==> src/hdl/dcps_pkg.sv <==
// Package for the drum channel program sequencer.
// Holds the shared codes, default parameter values and the state, configuration
// and result structs. It depends on nothing.
`timescale 1ns / 1ps

package dcps_pkg;

    // Default values for the top-level parameters.
    localparam int DEF_MEM_ADDR_BITS = 16;
    localparam int DEF_NUM_TRACKS    = 84;
    localparam int DEF_GAP_WORDS     = 236;

    // Fixed geometry and addresses.
    localparam int          SECTOR_WORDS = 2048;
    localparam logic [20:0] POS_ADDR     = 21'o21;
    localparam logic [23:0] DATA_FLAG    = 24'o40000;

    // Transaction actions.
    localparam logic [2:0] ACT_RESET   = 3'd0;
    localparam logic [2:0] ACT_START   = 3'd1;
    localparam logic [2:0] ACT_READPOS = 3'd2;
    localparam logic [2:0] ACT_STATUS  = 3'd3;
    localparam logic [2:0] ACT_SERVICE = 3'd4;

    // Channel program opcodes, bits 23..21 of a command word.
    localparam logic [2:0] OP_XFER      = 3'd0;
    localparam logic [2:0] OP_XFER_COND = 3'd1;
    localparam logic [2:0] OP_BRANCH    = 3'd2;
    localparam logic [2:0] OP_END       = 3'd4;
    localparam logic [2:0] OP_END_ERR   = 3'd5;
    localparam logic [2:0] OP_END_INT   = 3'd7;

    // Sequencer phases.
    localparam logic [1:0] PH_FETCH = 2'd0;
    localparam logic [1:0] PH_CORE  = 2'd1;
    localparam logic [1:0] PH_DRUM  = 2'd2;
    localparam logic [1:0] PH_XFER  = 2'd3;

    // Request codes.
    localparam logic [1:0] NREQ_IDLE  = 2'd0;
    localparam logic [1:0] NREQ_FETCH = 2'd1;
    localparam logic [1:0] NREQ_MEM   = 2'd2;
    localparam logic [1:0] NREQ_DRUM  = 2'd3;

    // Store targets.
    localparam logic [1:0] ST_NONE = 2'd0;
    localparam logic [1:0] ST_MEM  = 2'd1;
    localparam logic [1:0] ST_DRUM = 2'd2;

    // Interrupt changes.
    localparam logic [1:0] INT_NONE  = 2'd0;
    localparam logic [1:0] INT_RAISE = 2'd1;
    localparam logic [1:0] INT_CLEAR = 2'd2;

    // Configuration register indexes.
    localparam logic [1:0] CFG_FETCH_TIME    = 2'd0;
    localparam logic [1:0] CFG_WORD_TIME     = 2'd1;
    localparam logic [1:0] CFG_DRUM_ATTACHED = 2'd2;

    typedef struct packed {
        logic [1:0]  phase;
        logic        active;
        logic [15:0] pc;
        logic [15:0] core_ptr;
        logic [20:0] drum_ptr;
        logic [13:0] words_left;
        logic [11:0] parity;
        logic        write_mode;
        logic        error_flag;
    } t_state;

    typedef struct packed {
        logic [15:0] fetch_time;
        logic [7:0]  word_time;
        logic        drum_attached;
    } t_cfg;

    typedef struct packed {
        logic [1:0]  next_request;
        logic [15:0] request_mem_address;
        logic [20:0] request_drum_address;
        logic [22:0] request_delay;
        logic [1:0]  store_target;
        logic [20:0] store_address;
        logic [23:0] store_word;
        logic [15:0] drum_pc;
        logic [1:0]  interrupt_change;
        logic        busy_res;
        logic        error;
        logic [11:0] parity;
    } t_result;

endpackage

==> src/hdl/dcps_step.sv <==
// Next-state and result logic for one transaction of the drum channel sequencer.
// Depends on dcps_pkg for codes and the state, configuration and result structs.
`timescale 1ns / 1ps

module dcps_step import dcps_pkg::*; #(
    parameter int MEM_ADDR_BITS = DEF_MEM_ADDR_BITS,
    parameter int NUM_TRACKS    = DEF_NUM_TRACKS,
    parameter int GAP_WORDS     = DEF_GAP_WORDS
) (
    input  t_state      i_state,
    input  t_cfg        i_cfg,
    input  logic [2:0]  i_action,
    input  logic [23:0] i_data_word,
    input  logic [14:0] i_drum_position,
    output t_state      o_state,
    output t_result     o_result
);

    localparam logic [15:0] AMASK      = 16'((32'd1 << MEM_ADDR_BITS) - 32'd1);
    localparam logic [14:0] REV_WORDS  = 15'(8 * (SECTOR_WORDS + GAP_WORDS));
    localparam logic [14:0] GAP_W      = 15'(GAP_WORDS);
    localparam logic [14:0] SECTOR_W   = 15'(SECTOR_WORDS);
    localparam logic [21:0] DRUM_WORDS = 22'(NUM_TRACKS * 8 * SECTOR_WORDS);

    localparam logic [1:0] K_NONE = 2'd0;
    localparam logic [1:0] K_PROG = 2'd1;
    localparam logic [1:0] K_XFER = 2'd2;

    logic [12:0] gap_tab [8];
    logic [14:0] pos_mod;
    logic [23:0] pos_word;
    logic [14:0] rda;
    logic [14:0] rot_t;
    logic [20:0] dp_inc;
    logic [20:0] dp_next;
    logic [13:0] wl_dec;
    logic [11:0] par_mix;
    logic [11:0] par_next;
    logic [15:0] pc_inc;
    logic [2:0]  opcode;
    logic [14:0] mul_a;
    logic [22:0] product;
    logic [22:0] delay;
    logic [1:0]  kind;
    t_state      n;
    t_result     res;

    // Sector start offsets caused by the inter-sector gaps.
    always_comb begin
        for (int k = 0; k < 8; k++) begin
            gap_tab[k] = 13'(k * GAP_WORDS);
        end
    end

    // The position input is below twice a revolution, so one subtract reduces it.
    assign pos_mod  = (i_drum_position >= REV_WORDS) ? i_drum_position - REV_WORDS
                                                     : i_drum_position;
    assign pos_word = (pos_mod < GAP_W) ? 24'(SECTOR_W - pos_mod)
                                        : (24'(pos_mod - GAP_W) | DATA_FLAG);

    // Rotational position of the target drum address, gaps included.
    assign rda   = 15'(i_data_word[13:0]) + 15'(gap_tab[i_data_word[13:11]]);
    assign rot_t = (rda > pos_mod) ? rda - pos_mod
                                   : 15'(16'(rda) + 16'(REV_WORDS) - 16'(pos_mod));

    assign dp_inc   = i_state.drum_ptr + 21'd1;
    assign dp_next  = ({1'b0, dp_inc} >= DRUM_WORDS) ? '0 : dp_inc;
    assign wl_dec   = i_state.words_left - 14'd1;
    assign par_mix  = i_state.parity ^ i_data_word[23:12];
    assign par_next = {par_mix[10:0], par_mix[11]} ^ i_data_word[11:0];
    assign pc_inc   = (i_state.pc + 16'd1) & AMASK;
    assign opcode   = i_data_word[23:21];

    always_comb begin
        n     = i_state;
        res   = '0;
        kind  = K_NONE;
        mul_a = 15'd1;
        unique case (i_action)
            ACT_RESET: begin
                n       = '0;
                n.pc    = i_state.pc;
                res.interrupt_change = INT_CLEAR;
            end
            ACT_START: begin
                if (!i_state.active) begin
                    n.phase  = PH_FETCH;
                    n.active = 1'b1;
                    n.pc     = i_data_word[15:0] & AMASK;
                    kind     = K_PROG;
                end
            end
            ACT_READPOS: begin
                if (!i_state.active) begin
                    res.store_target  = ST_MEM;
                    res.store_address = POS_ADDR;
                    res.store_word    = pos_word;
                end
            end
            ACT_SERVICE: begin
                if (i_state.active) begin
                    if (i_state.phase != PH_XFER) begin
                        n.pc = pc_inc;
                        kind = K_PROG;
                        unique case (i_state.phase)
                            PH_CORE: begin
                                n.write_mode = i_data_word[20];
                                n.core_ptr   = i_data_word[15:0] & AMASK;
                                n.phase      = PH_DRUM;
                            end
                            PH_DRUM: begin
                                n.drum_ptr = i_data_word[20:0];
                                n.phase    = PH_XFER;
                                n.parity   = '0;
                                kind       = K_XFER;
                                mul_a      = rot_t;
                            end
                            default: begin
                                // Command fetch.
                                if (opcode == OP_XFER_COND && i_state.error_flag) begin
                                    res.interrupt_change = INT_RAISE;
                                    n.active = 1'b0;
                                    kind     = K_NONE;
                                end else if (opcode == OP_XFER || opcode == OP_XFER_COND) begin
                                    n.words_left = i_data_word[13:0];
                                    n.phase      = PH_CORE;
                                end else if (opcode == OP_BRANCH) begin
                                    n.pc = i_data_word[15:0] & AMASK;
                                end else if (opcode == OP_END) begin
                                    n.active = 1'b0;
                                    kind     = K_NONE;
                                end else if (opcode == OP_END_ERR || opcode == OP_END_INT) begin
                                    if (opcode == OP_END_INT || i_state.error_flag) begin
                                        res.interrupt_change = INT_RAISE;
                                    end
                                    n.active = 1'b0;
                                    kind     = K_NONE;
                                end
                            end
                        endcase
                    end else if (!i_cfg.drum_attached) begin
                        n.error_flag = 1'b1;
                        n.active     = 1'b0;
                    end else begin
                        if (i_state.write_mode) begin
                            res.store_target  = ST_DRUM;
                            res.store_address = i_state.drum_ptr;
                        end else begin
                            res.store_target  = ST_MEM;
                            res.store_address = 21'(i_state.core_ptr);
                        end
                        res.store_word = i_data_word;
                        n.drum_ptr     = dp_next;
                        n.core_ptr     = (i_state.core_ptr + 16'd1) & AMASK;
                        n.words_left   = wl_dec;
                        n.parity       = par_next;
                        if (wl_dec != '0) begin
                            kind  = K_XFER;
                            mul_a = (dp_next[10:0] != '0) ? 15'd1 : GAP_W;
                        end else begin
                            n.phase = PH_FETCH;
                            kind    = K_PROG;
                        end
                    end
                end
            end
            default: begin
                // Status query and unused actions change nothing.
            end
        endcase
    end

    // One shared multiplier serves both the rotational and the per-word delays.
    assign product = 23'(mul_a) * 23'(i_cfg.word_time);

    always_comb begin
        unique case (kind)
            K_PROG:  delay = 23'(i_cfg.fetch_time);
            K_XFER:  delay = product;
            default: delay = '0;
        endcase
    end

    always_comb begin
        o_result = res;
        unique case (kind)
            K_PROG: begin
                o_result.next_request        = NREQ_FETCH;
                o_result.request_mem_address = n.pc;
                o_result.request_delay       = delay;
            end
            K_XFER: begin
                o_result.next_request         = n.write_mode ? NREQ_MEM : NREQ_DRUM;
                o_result.request_mem_address  = n.core_ptr;
                o_result.request_drum_address = n.drum_ptr;
                o_result.request_delay        = delay;
            end
            default: begin
                o_result.next_request = NREQ_IDLE;
            end
        endcase
        o_result.drum_pc  = n.pc;
        o_result.busy_res = n.active;
        o_result.error    = n.error_flag;
        o_result.parity   = n.parity;
    end

    assign o_state = n;

endmodule

==> src/hdl/drum_channel_program_sequencer_unit.sv <==
// Top level of the drum channel program sequencer: handshakes, configuration
// registers, sequencer state and the result register. Depends on dcps_pkg and dcps_step.
`timescale 1ns / 1ps

// Channel   | Handshake                 | Payload
// ----------+---------------------------+------------------------------------------
// input     | i_in_valid / o_in_ready   | i_action, i_data_word, i_drum_position
// result    | o_out_valid / i_out_ready | o_next_request ... o_parity (12 fields)
// config    | i_cfg_we (no wait)        | i_cfg_index, i_cfg_data
//
// Every input transaction produces exactly one result transaction. It waits in the
// input register, then passes the decode and a single 15x8 delay multiplier in front
// of the result register. The sequencer state is updated in the same cycle the result
// is registered, so one transaction per cycle is sustained while the result channel
// does not stall. Reset is synchronous and active low; it clears the pipeline valids,
// the channel state and loads the configuration defaults. A stalled result holds
// the result register, which in turn holds the input register and drops o_in_ready.

module drum_channel_program_sequencer_unit import dcps_pkg::*; #(
    parameter int MEM_ADDR_BITS = DEF_MEM_ADDR_BITS,
    parameter int NUM_TRACKS    = DEF_NUM_TRACKS,
    parameter int GAP_WORDS     = DEF_GAP_WORDS
) (
    input  logic        i_clk,
    input  logic        i_rst_n,
    // Input channel.
    input  logic        i_in_valid,
    output logic        o_in_ready,
    input  logic [2:0]  i_action,
    input  logic [23:0] i_data_word,
    input  logic [14:0] i_drum_position,
    // Result channel.
    output logic        o_out_valid,
    input  logic        i_out_ready,
    output logic [1:0]  o_next_request,
    output logic [15:0] o_request_mem_address,
    output logic [20:0] o_request_drum_address,
    output logic [22:0] o_request_delay,
    output logic [1:0]  o_store_target,
    output logic [20:0] o_store_address,
    output logic [23:0] o_store_word,
    output logic [15:0] o_drum_pc,
    output logic [1:0]  o_interrupt_change,
    output logic        o_busy_res,
    output logic        o_error,
    output logic [11:0] o_parity,
    // Configuration write port.
    input  logic        i_cfg_we,
    input  logic [1:0]  i_cfg_index,
    input  logic [15:0] i_cfg_data
);

    logic        r_in_valid;
    logic [2:0]  r_action;
    logic [23:0] r_data_word;
    logic [14:0] r_drum_position;
    logic        r_out_valid;
    t_result     r_res;
    t_state      r_state;
    t_cfg        r_cfg;

    t_state      n_state;
    t_result     n_res;
    logic        s_move;

    // The held transaction moves into the result register whenever that register
    // is empty or is being drained in this cycle.
    assign s_move     = r_in_valid && (!r_out_valid || i_out_ready);
    assign o_in_ready = !r_in_valid || s_move;

    always_ff @(posedge i_clk) begin
        if (!i_rst_n) begin
            r_in_valid <= 1'b0;
        end else if (o_in_ready) begin
            r_in_valid <= i_in_valid;
        end
    end

    always_ff @(posedge i_clk) begin
        if (i_in_valid && o_in_ready) begin
            r_action        <= i_action;
            r_data_word     <= i_data_word;
            r_drum_position <= i_drum_position;
        end
    end

    // Configuration is to be written only while the channel is idle, so the step logic
    // may read these registers directly; the block itself does not enforce this.
    always_ff @(posedge i_clk) begin
        if (!i_rst_n) begin
            r_cfg.fetch_time    <= 16'd3;
            r_cfg.word_time     <= 8'd1;
            r_cfg.drum_attached <= 1'b0;
        end else if (i_cfg_we) begin
            unique case (i_cfg_index)
                CFG_FETCH_TIME:    r_cfg.fetch_time    <= i_cfg_data;
                CFG_WORD_TIME:     r_cfg.word_time     <= i_cfg_data[7:0];
                CFG_DRUM_ATTACHED: r_cfg.drum_attached <= i_cfg_data[0];
                default: begin
                    // Writes past the register list are dropped.
                end
            endcase
        end
    end

    dcps_step #(
        .MEM_ADDR_BITS (MEM_ADDR_BITS),
        .NUM_TRACKS    (NUM_TRACKS),
        .GAP_WORDS     (GAP_WORDS)
    ) u_step (
        .i_state         (r_state),
        .i_cfg           (r_cfg),
        .i_action        (r_action),
        .i_data_word     (r_data_word),
        .i_drum_position (r_drum_position),
        .o_state         (n_state),
        .o_result        (n_res)
    );

    // The channel state advances exactly once per transaction, together with the
    // registration of its result.
    always_ff @(posedge i_clk) begin
        if (!i_rst_n) begin
            r_state <= '0;
        end else if (s_move) begin
            r_state <= n_state;
        end
    end

    always_ff @(posedge i_clk) begin
        if (!i_rst_n) begin
            r_out_valid <= 1'b0;
        end else if (s_move) begin
            r_out_valid <= 1'b1;
        end else if (i_out_ready) begin
            r_out_valid <= 1'b0;
        end
    end

    always_ff @(posedge i_clk) begin
        if (s_move) begin
            r_res <= n_res;
        end
    end

    assign o_out_valid            = r_out_valid;
    assign o_next_request         = r_res.next_request;
    assign o_request_mem_address  = r_res.request_mem_address;
    assign o_request_drum_address = r_res.request_drum_address;
    assign o_request_delay        = r_res.request_delay;
    assign o_store_target         = r_res.store_target;
    assign o_store_address        = r_res.store_address;
    assign o_store_word           = r_res.store_word;
    assign o_drum_pc              = r_res.drum_pc;
    assign o_interrupt_change     = r_res.interrupt_change;
    assign o_busy_res             = r_res.busy_res;
    assign o_error                = r_res.error;
    assign o_parity               = r_res.parity;

    // A freshly registered result reports the state it left behind.
    a_result_tracks_state: assert property (@(posedge i_clk) disable iff (!i_rst_n)
        s_move |=> (o_busy_res == r_state.active) && (o_error == r_state.error_flag)
                   && (o_parity == r_state.parity) && (o_drum_pc == r_state.pc))
        else $error("result status does not match channel state");

    // Without a request, the request fields stay zero.
    a_idle_request_zero: assert property (@(posedge i_clk) disable iff (!i_rst_n)
        (o_out_valid && o_next_request == NREQ_IDLE) |->
            (o_request_delay == '0) && (o_request_mem_address == '0)
            && (o_request_drum_address == '0))
        else $error("request fields set without a request");

    // Without a store, the store fields stay zero.
    a_idle_store_zero: assert property (@(posedge i_clk) disable iff (!i_rst_n)
        (o_out_valid && o_store_target == ST_NONE) |->
            (o_store_address == '0) && (o_store_word == '0))
        else $error("store fields set without a store");

    // The state only changes when a transaction completes its pass.
    a_state_only_on_move: assert property (@(posedge i_clk) disable iff (!i_rst_n)
        (!s_move && i_rst_n) |=> $stable(r_state))
        else $error("channel state changed without a transaction");

endmodule

==> config.mk <==
export PLATFORM = sky130hd
export DESIGN_NAME = drum_channel_program_sequencer_unit
export DESIGN_NICKNAME = d
export VERILOG_FILES = /design/src/hdl/dcps_pkg.sv /design/src/hdl/dcps_step.sv /design/src/hdl/drum_channel_program_sequencer_unit.sv
export SDC_FILE = /design/constraint.sdc
export NUM_CORES = 1
export LEC_CHECK = 0
export BUFFER_PORTS_ARGS = -buffer_cell sky130_fd_sc_hd__buf_2
export CORE_ASPECT_RATIO = 0.6
export CORE_MARGIN = 5
export CORE_UTILIZATION = 65
export CTS_CLUSTER_DIAMETER = 50
export DETAILED_ROUTE_END_ITERATION = 12
export PLACE_DENSITY = 0.85
export SYNTH_ARGS = -nofsm -noshare
export SYNTH_HDL_FRONTEND = slang
export SYNTH_SLANG_ARGS = --single-unit
==> constraint.sdc <==
create_clock -name i_clk -period 13.8 [get_ports i_clk]
set_input_delay 2.76 -clock i_clk [delete_from_list [all_inputs] [get_ports i_clk]]
set_output_delay 2.76 -clock i_clk [all_outputs]
set_load 0.01 [all_outputs]
==> results of run 1 <==
sequential cells by signal, indices dropped and copies added (netlist names), 2 cells and up:
signal and flops:
r_action 3, r_data_word 24, o_request_drum_address 21, o_request_mem_address 16, o_store_address 21, o_interrupt_change 2
r_drum_position 15, r_cfg 25, o_parity 12, r_state 84, o_next_request 2, o_store_target 2
o_store_word 24, o_request_delay 23, o_drum_pc 16
cells by family after synthesis:
| kind of cell | count (synthesis) | share of synthesized area |
|---|---|---|
| flops | 294 | 0.362 |
| mux | 65 | 0.0310 |
| compound gates | 583 | 0.179 |
| xor+xnor | 85 | 0.0353 |
| fa+ha+maj | 196 | 0.147 |
| buf+inv | 327 | 0.0603 |
| simple gates | 811 | 0.186 |
per-layer routing:
| layer | track usage | share of wire | vias up |
|---|---|---|---|
| met4 | 0.0696 | 0.022 | 0 |
| met1 | 0.523 | 0.42 | 9052 |
| met5 | 0 | 0 | - |
| met3 | 0.107 | 0.15 | 124 |
| li1 | - | - | 8576 |
| met2 | 0.492 | 0.41 | 1332 |
power by group through the flow:
stage               clock (mW)  combinational, mW  sequential [mW]
global route             0.816              0.602             1.02
finish                   0.778              0.559             1.02
floorplan                    0              0.385             1.02
global placement             0              0.528             1.04
detailed placement           0              0.538             1.04
CTS                      0.778              0.542             1.02
worst paths after layout:
kind              startpoint                  end  slack, ps  cells past startpoint
min                r_cfg[22]            r_cfg[22]        460                      2
min reg2reg        r_cfg[22]            r_cfg[22]        460                      2
max          r_data_word[11]  o_request_delay[19]       2670                     35
max reg2reg  r_data_word[11]  o_request_delay[19]       2670                     35
worst max-delay path, delay by kind of cell (launching register included):
family          cells  cell delay, ps
xor+xnor            2             320
compound gates     12            3460
flops               1             840
fa+ha+maj           8            3590
buf+inv             5             460
simple gates        8            2210
through the flow:
stage | power (mW) | hold WS, ps
final | 2.36 | 458
after floorplan | 1.41 | 436
after detailed placement | 1.57 | 446
after CTS | 2.34 | 455
after global routing | 2.44 | 479
after global placement | 1.56 | 441
cell usage in the layout (no fill, tap or decap), types with 9 or more instances in the layout:
cell type  synthesis  layout
a21o_1            34      34
and3_1            33      33
mux2i_1           59      59
a22oi_1           34      34
buf_2             14     207
o21ai_0          104     103
nand4_1           18      18
and4_1             9       9
nor2b_1           23      23
dfxtp_1          111     111
fa_1              89      89
xnor2_1           65      65
o31ai_1           10      10
o221ai_1          10      10
nand2_1          227     227
clkbuf_16          0      29
o22ai_1           22      22
o21a_1            11      11
ha_1             107     106
inv_1            174     174
buf_4              2      24
edfxtp_1         183     183
or2_1             13      13
and2_1            53      52
a31oi_1           27      27
xor2_1            19      19
nand2b_1          18      17
nor3_1            53      53
nand3_1           52      52
a21oi_1          157     157
o211ai_1          16      16
nor2_1           239     238
a211oi_1          19      19
o21bai_1          10      10
a22o_1            16      16
o21ai_1           31      32
final cells by class:
cell class / instances / area (um2)
diodes: 2 / 5.00
clock buffers: 38 / 790
clock inverters: 16 / 124
fillers: 2393 / 8970
inverters: 180 / 683
multi-input cells: 1740 / 12300
flip-flops and latches: 294 / 7720
well taps: 424 / 531
repair buffers: 231 / 1220
==> run_results.csv, run 1 <==
group,metric,value,unit
status,outcome,"completed",
clock_tree,cts_tree,"built",
placement,gp_congestion,1.01,
clock_tree,clk_pin_slew,70,ps
detailed_routing,wl,65.0,mm
timing,setup_violations,0,
floorplanning,start_util,0.658,
synthesis,async_reset_ff_frac,0,
job,drv_cap,0,
pwr,p_sw,0.779,mW
synthesis,synthTopCellsByCount,"nor2_1 (239), nand2_1 (227), edfxtp_1 (183)",
synthesis,synth_cell_types,103,
pwr,ir_worst_vdd,0.139,mV
detailed_routing,detail_route.wl_per_cell,22.2,um
critical_path,critical_path_class,"register to register",
global_route,grt_antenna_before_repair,0,
timing,fmax,89.8,MHz
synthesis,syn_nets,2622,
pwr,switching_share,0.330,
final_layout,area_growth,9.81,%
detailed_routing,ant_nets,0,
floorplanning,io_pins,208,
critical_path,worst-path-max-fanout,18,
floorplanning,coreArea,32400,um2
critical_path,cpMaxStageDelayCell,"edfxtp_1",
final_layout,utilization,0.723,
timing,finClkSkew,42.4,ps
clock_tree,clk_latency,600,ps
detailed_routing,dr.pass1.iters,7,
pwr,p_leak,9.58,nW
synthesis,synth_top_area_frac,0.258,
floorplanning,die_h,150,um
clock_tree,clock_path_buffers,3,
final_layout,finalInstanceArea,23400,um2
hold_path,min_path_type,"register to register",
timing,finalCritPeriodShare,0.807,
synthesis,synth_seq_area_share,0.362,
critical_path,cp-start-kind,"register",
global_route,grt-ovfl-total,0,
synthesis,yosys_warnings,0,
clock_tree,cts_resized,0,
clock_tree,numClockSinks,294,
timing,worst_slack,2670,ps
pwr,p_int,1.58,mW
timing,drv_slew,0,
detailed_routing,vias,19084,
global_route,globalRouteTotalUtil,0.345,
timing,finalSetupTns,0,ps
floorplanning,die_w,244,um
synthesis,synth_ff_type,"edfxtp_1",
synthesis,synth_area_leaders,"edfxtp_1 (26%), dfxtp_1 (10%), fa_1 (8.4%), ha_1 (6.3%), nor2_1 (4.2%)",
synthesis,synth_cells,2361,
timing,rsz0062_at_grt,"no",
timing,worstMarginPinSlew,1360,ps
clock_tree,post_cts_buffers,0,
clock_tree,cts_buffers,29,
placement,preCtsSetupSlack,2950,ps
clock_tree,ctsHtreeMaxLevel,1,
synthesis,yosysMostFrequentCell,"nor2_1",
detailed_routing,drtIter0Drc,2677,
pwr,p_clk_frac,0.330,
final_layout,drive_gt1_frac,0.133,
synthesis,netlist_area,21300,um2
placement,postPlaceCellArea,22500,um2
synthesis,ys_ff_latch,294,
timing,max_slew_margin,0.0825,
clock_tree,ctsRootBufferMaster,"clkbuf_16",
detailed_routing,via_per_inst,6.52,
pwr,power_frac_seq,0.433,
clock_tree,hold_buffers,0,
floorplanning,dieArea,36600,um2
global_route,grt_pass1_vias,17660,
final_layout,instances_no_fill,2925,
synthesis,post_synth.cell_area_avg,9.02,um2
floorplanning,rows,51,
final_layout,fin_nets,2737,
critical_path,cp_data_arrival_time,11460,ps
timing,period_needed,11130,ps
pwr,comb_power_share,0.237,
critical_path,crit_required,14130,ps
global_route,grt_pass1_wl,101,mm
placement,hpwl,47.2,mm
synthesis,yosysTopAreaCell,"edfxtp_1",
pwr,p_per_area,101,nW/um2
critical_path,cp_slowest_stage_delay,840,ps
global_route,grt_max_degree,145,
critical_path,endpoint_kind,"register",
synthesis,synth_edf_count,183,
placement,io_buffer_count,207,
placement,dpl.cell_count,2869,
timing,hold_viol_final,0,
detailed_routing,drc,0,
(Power assumes the default switching activity.)
==> inputs of run 2 (changes only) <==
- CORE_UTILIZATION: 65 -> 55
- PLACE_DENSITY: 0.85 -> 0.77
- clock period: 13.8 -> 9.9 ns (I/O delays scaled with it)
==> run 2 against run 1 <==
Setup slack worse by 2200 ps; power rose by 52%; sequential share of layout area decreased by 0.71 points; count of clock-buffer cells in the layout grew 4; design area is 2.2% higher; die area is 17% higher; critical path depth up 1.
==> run_results.csv, run 2 (synthesis gave the netlist of run 1 again) <==
group,metric,value,unit
floorplanning,start_util,0.561,
placement,io_buffer_count,207,
critical_path,cp-start-kind,"register",
detailed_routing,dr.pass1.iters,8,
status,outcome,"completed",
pwr,p_per_area,150,nW/um2
critical_path,rr_endpoint,"o_request_delay[22]",
clock_tree,cts_tree,"built",
clock_tree,hold_buffers,0,
floorplanning,rows,55,
timing,finalSetupTns,0,ps
final_layout,reg.largest.list,"r_state: 84 flops, r_cfg: 25 flops",
final_layout,largest_register_ffs,84,
timing,period_needed,9420,ps
global_route,globalRouteTotalUtil,0.300,
floorplanning,io_pins,208,
global_route,grt_pass1_vias,18314,
floorplanning,die_w,264,um
critical_path,cp_data_arrival_time,9680,ps
global_route,grt_pass1_wl,104,mm
floorplanning,coreArea,38000,um2
detailed_routing,ant_nets,0,
global_route,grt_antenna_before_repair,0,
timing,finalCritPeriodShare,0.951,
detailed_routing,via_per_inst,6.29,
pwr,ir_worst_vdd,0.101,mV
timing,finClkSkew,18.7,ps
critical_path,cpMaxStageDelayCell,"fa_1",
critical_path,timing.rr.start,"r_data_word[12]",
global_route,grt-ovfl-total,0,
placement,hpwl,47.9,mm
final_layout,final_common_cell,"nor2_1",
hold_path,min_path_type,"register to register",
hold_path,holdPathStages,2,
final_layout,finalInstanceArea,23900,um2
timing,hold_viol_final,0,
timing,max_slew_margin,0.176,
critical_path,ff2ff_path_depth,36,
clock_tree,clk_latency,530,ps
clock_tree,post_cts_buffers,0,
floorplanning,dieArea,42900,um2
final_layout,num_antenna_cells,0,
final_layout,drive_gt1_frac,0.144,
final_layout,layout_common_cells,"nor2_1 (237), nand2_1 (227), buf_2 (207)",
pwr,power,3.58,mW
critical_path,critical_path_class,"register to register",
clock_tree,cts_buffers,34,
clock_tree,ctsRootBufferMaster,"clkbuf_16",
clock_tree,clock_path_buffers,3,
global_route,grt_max_degree,137,
placement,postPlaceCellArea,22700,um2
detailed_routing,vias,19038,
timing,drv_slew,0,
final_layout,area_growth,12.2,%
critical_path,cp_slowest_stage_delay,590,ps
final_layout,fin_nets,2751,
floorplanning,die_h,162,um
final_layout,regMostFlops,"r_state",
timing,setup_violations,0,
hold_path,hold_path.startpoint,"r_cfg[15]",
detailed_routing,wl,65.8,mm
clock_tree,clk_pin_slew,60,ps
job,drv_cap,0,
critical_path,r2r_setup_slack,480,ps
detailed_routing,drc,0,
timing,holdWs,459,ps
detailed_routing,detail_route.wl_per_cell,21.7,um
hold_path,min_to,"r_cfg[15]",
timing,fmax,106,MHz
clock_tree,numClockSinks,294,
timing,worstMarginPinSlew,1240,ps
critical_path,worst-path-max-fanout,17,
critical_path,endpoint_kind,"register",
pwr,p_leak,9.77,nW
detailed_routing,drtIter0Drc,2446,
placement,gp_congestion,0.988,
critical_path,crit_required,10160,ps
clock_tree,ctsHtreeMaxLevel,2,
## run 2: cell count changes in the layout (fill, tap and decap cells not counted), sizes merged
cell / previous run / this run
bufinv: 0 / 5
clkbuf: 38 / 42
clkinv: 12 / 8
buf: 231 / 240
clkinvlp: 0 / 1
diode: 2 / 0
inv: 184 / 186
## run 2: critical path: cells and delay by family, from the launching register on
family | cells | cell delay, ps
buf+inv | 6 | 680
flops | 1 | 390
simple gates | 9 | 1830
xor+xnor | 1 | 90
compound gates | 11 | 2450
mux | 1 | 160
fa+ha+maj | 8 | 3540
## run 2: through the flow
step	std cells	util	setup WS [ps]
3_5_place_dp	2967	0.596	182
2_1_floorplan	2361	-	599
4_1_cts	3029	0.628	114
5_1_grt	3029	0.629	-33.7
3_3_place_gp	2967	0.596	573
6_report	3029	0.629	481
## run 2: worst max-delay path by stage
stage	from	to	slack, ps
after floorplan	r_data_word[11]	o_request_delay[19]	600
after global placement	r_data_word[12]	o_request_delay[20]	570
after detailed placement	r_data_word[12]	o_request_delay[20]	180
after CTS	r_data_word[12]	o_request_delay[20]	110
after global routing	r_data_word[12]	o_request_delay[18]	-30
final	r_data_word[12]	o_request_delay[22]	480
## run 2: layout make-up
class	count	area, um2
Timing Repair Buffer	240	1280
Multi-Input combinational cell	1740	12400
Clock inverter	20	284
Fill cell	3164	14100
Inverter	180	683
Tap cell	513	642
Sequential cell	294	7720
Clock buffer	42	922
## run 2: power breakdown
| group | internal [mW] | switching, mW |
|---|---|---|
| registers | 1.35 | 0.0610 |
| logic | 0.287 | 0.517 |
| clock network | 0.811 | 0.551 |
| total | 2.45 | 1.13 |
## run 2: timing repair
action | 4_1_cts | 5_1_grt
resized for setup | 0 | 10
hold endpoints to repair | 0 | 0
setup endpoints to repair | 0 | 12
## run 2: metal layers
layer | global-route usage | up-vias | routed length (um) | part of all wire
li1 | - | 8594 | - | -
met1 | 0.448 | 9176 | 28800 | 0.44
met2 | 0.433 | 1149 | 27300 | 0.41
met3 | 0.0873 | 119 | 8250 | 0.13
met4 | 0.0677 | 0 | 1460 | 0.022
met5 | 0 | - | 0 | 0
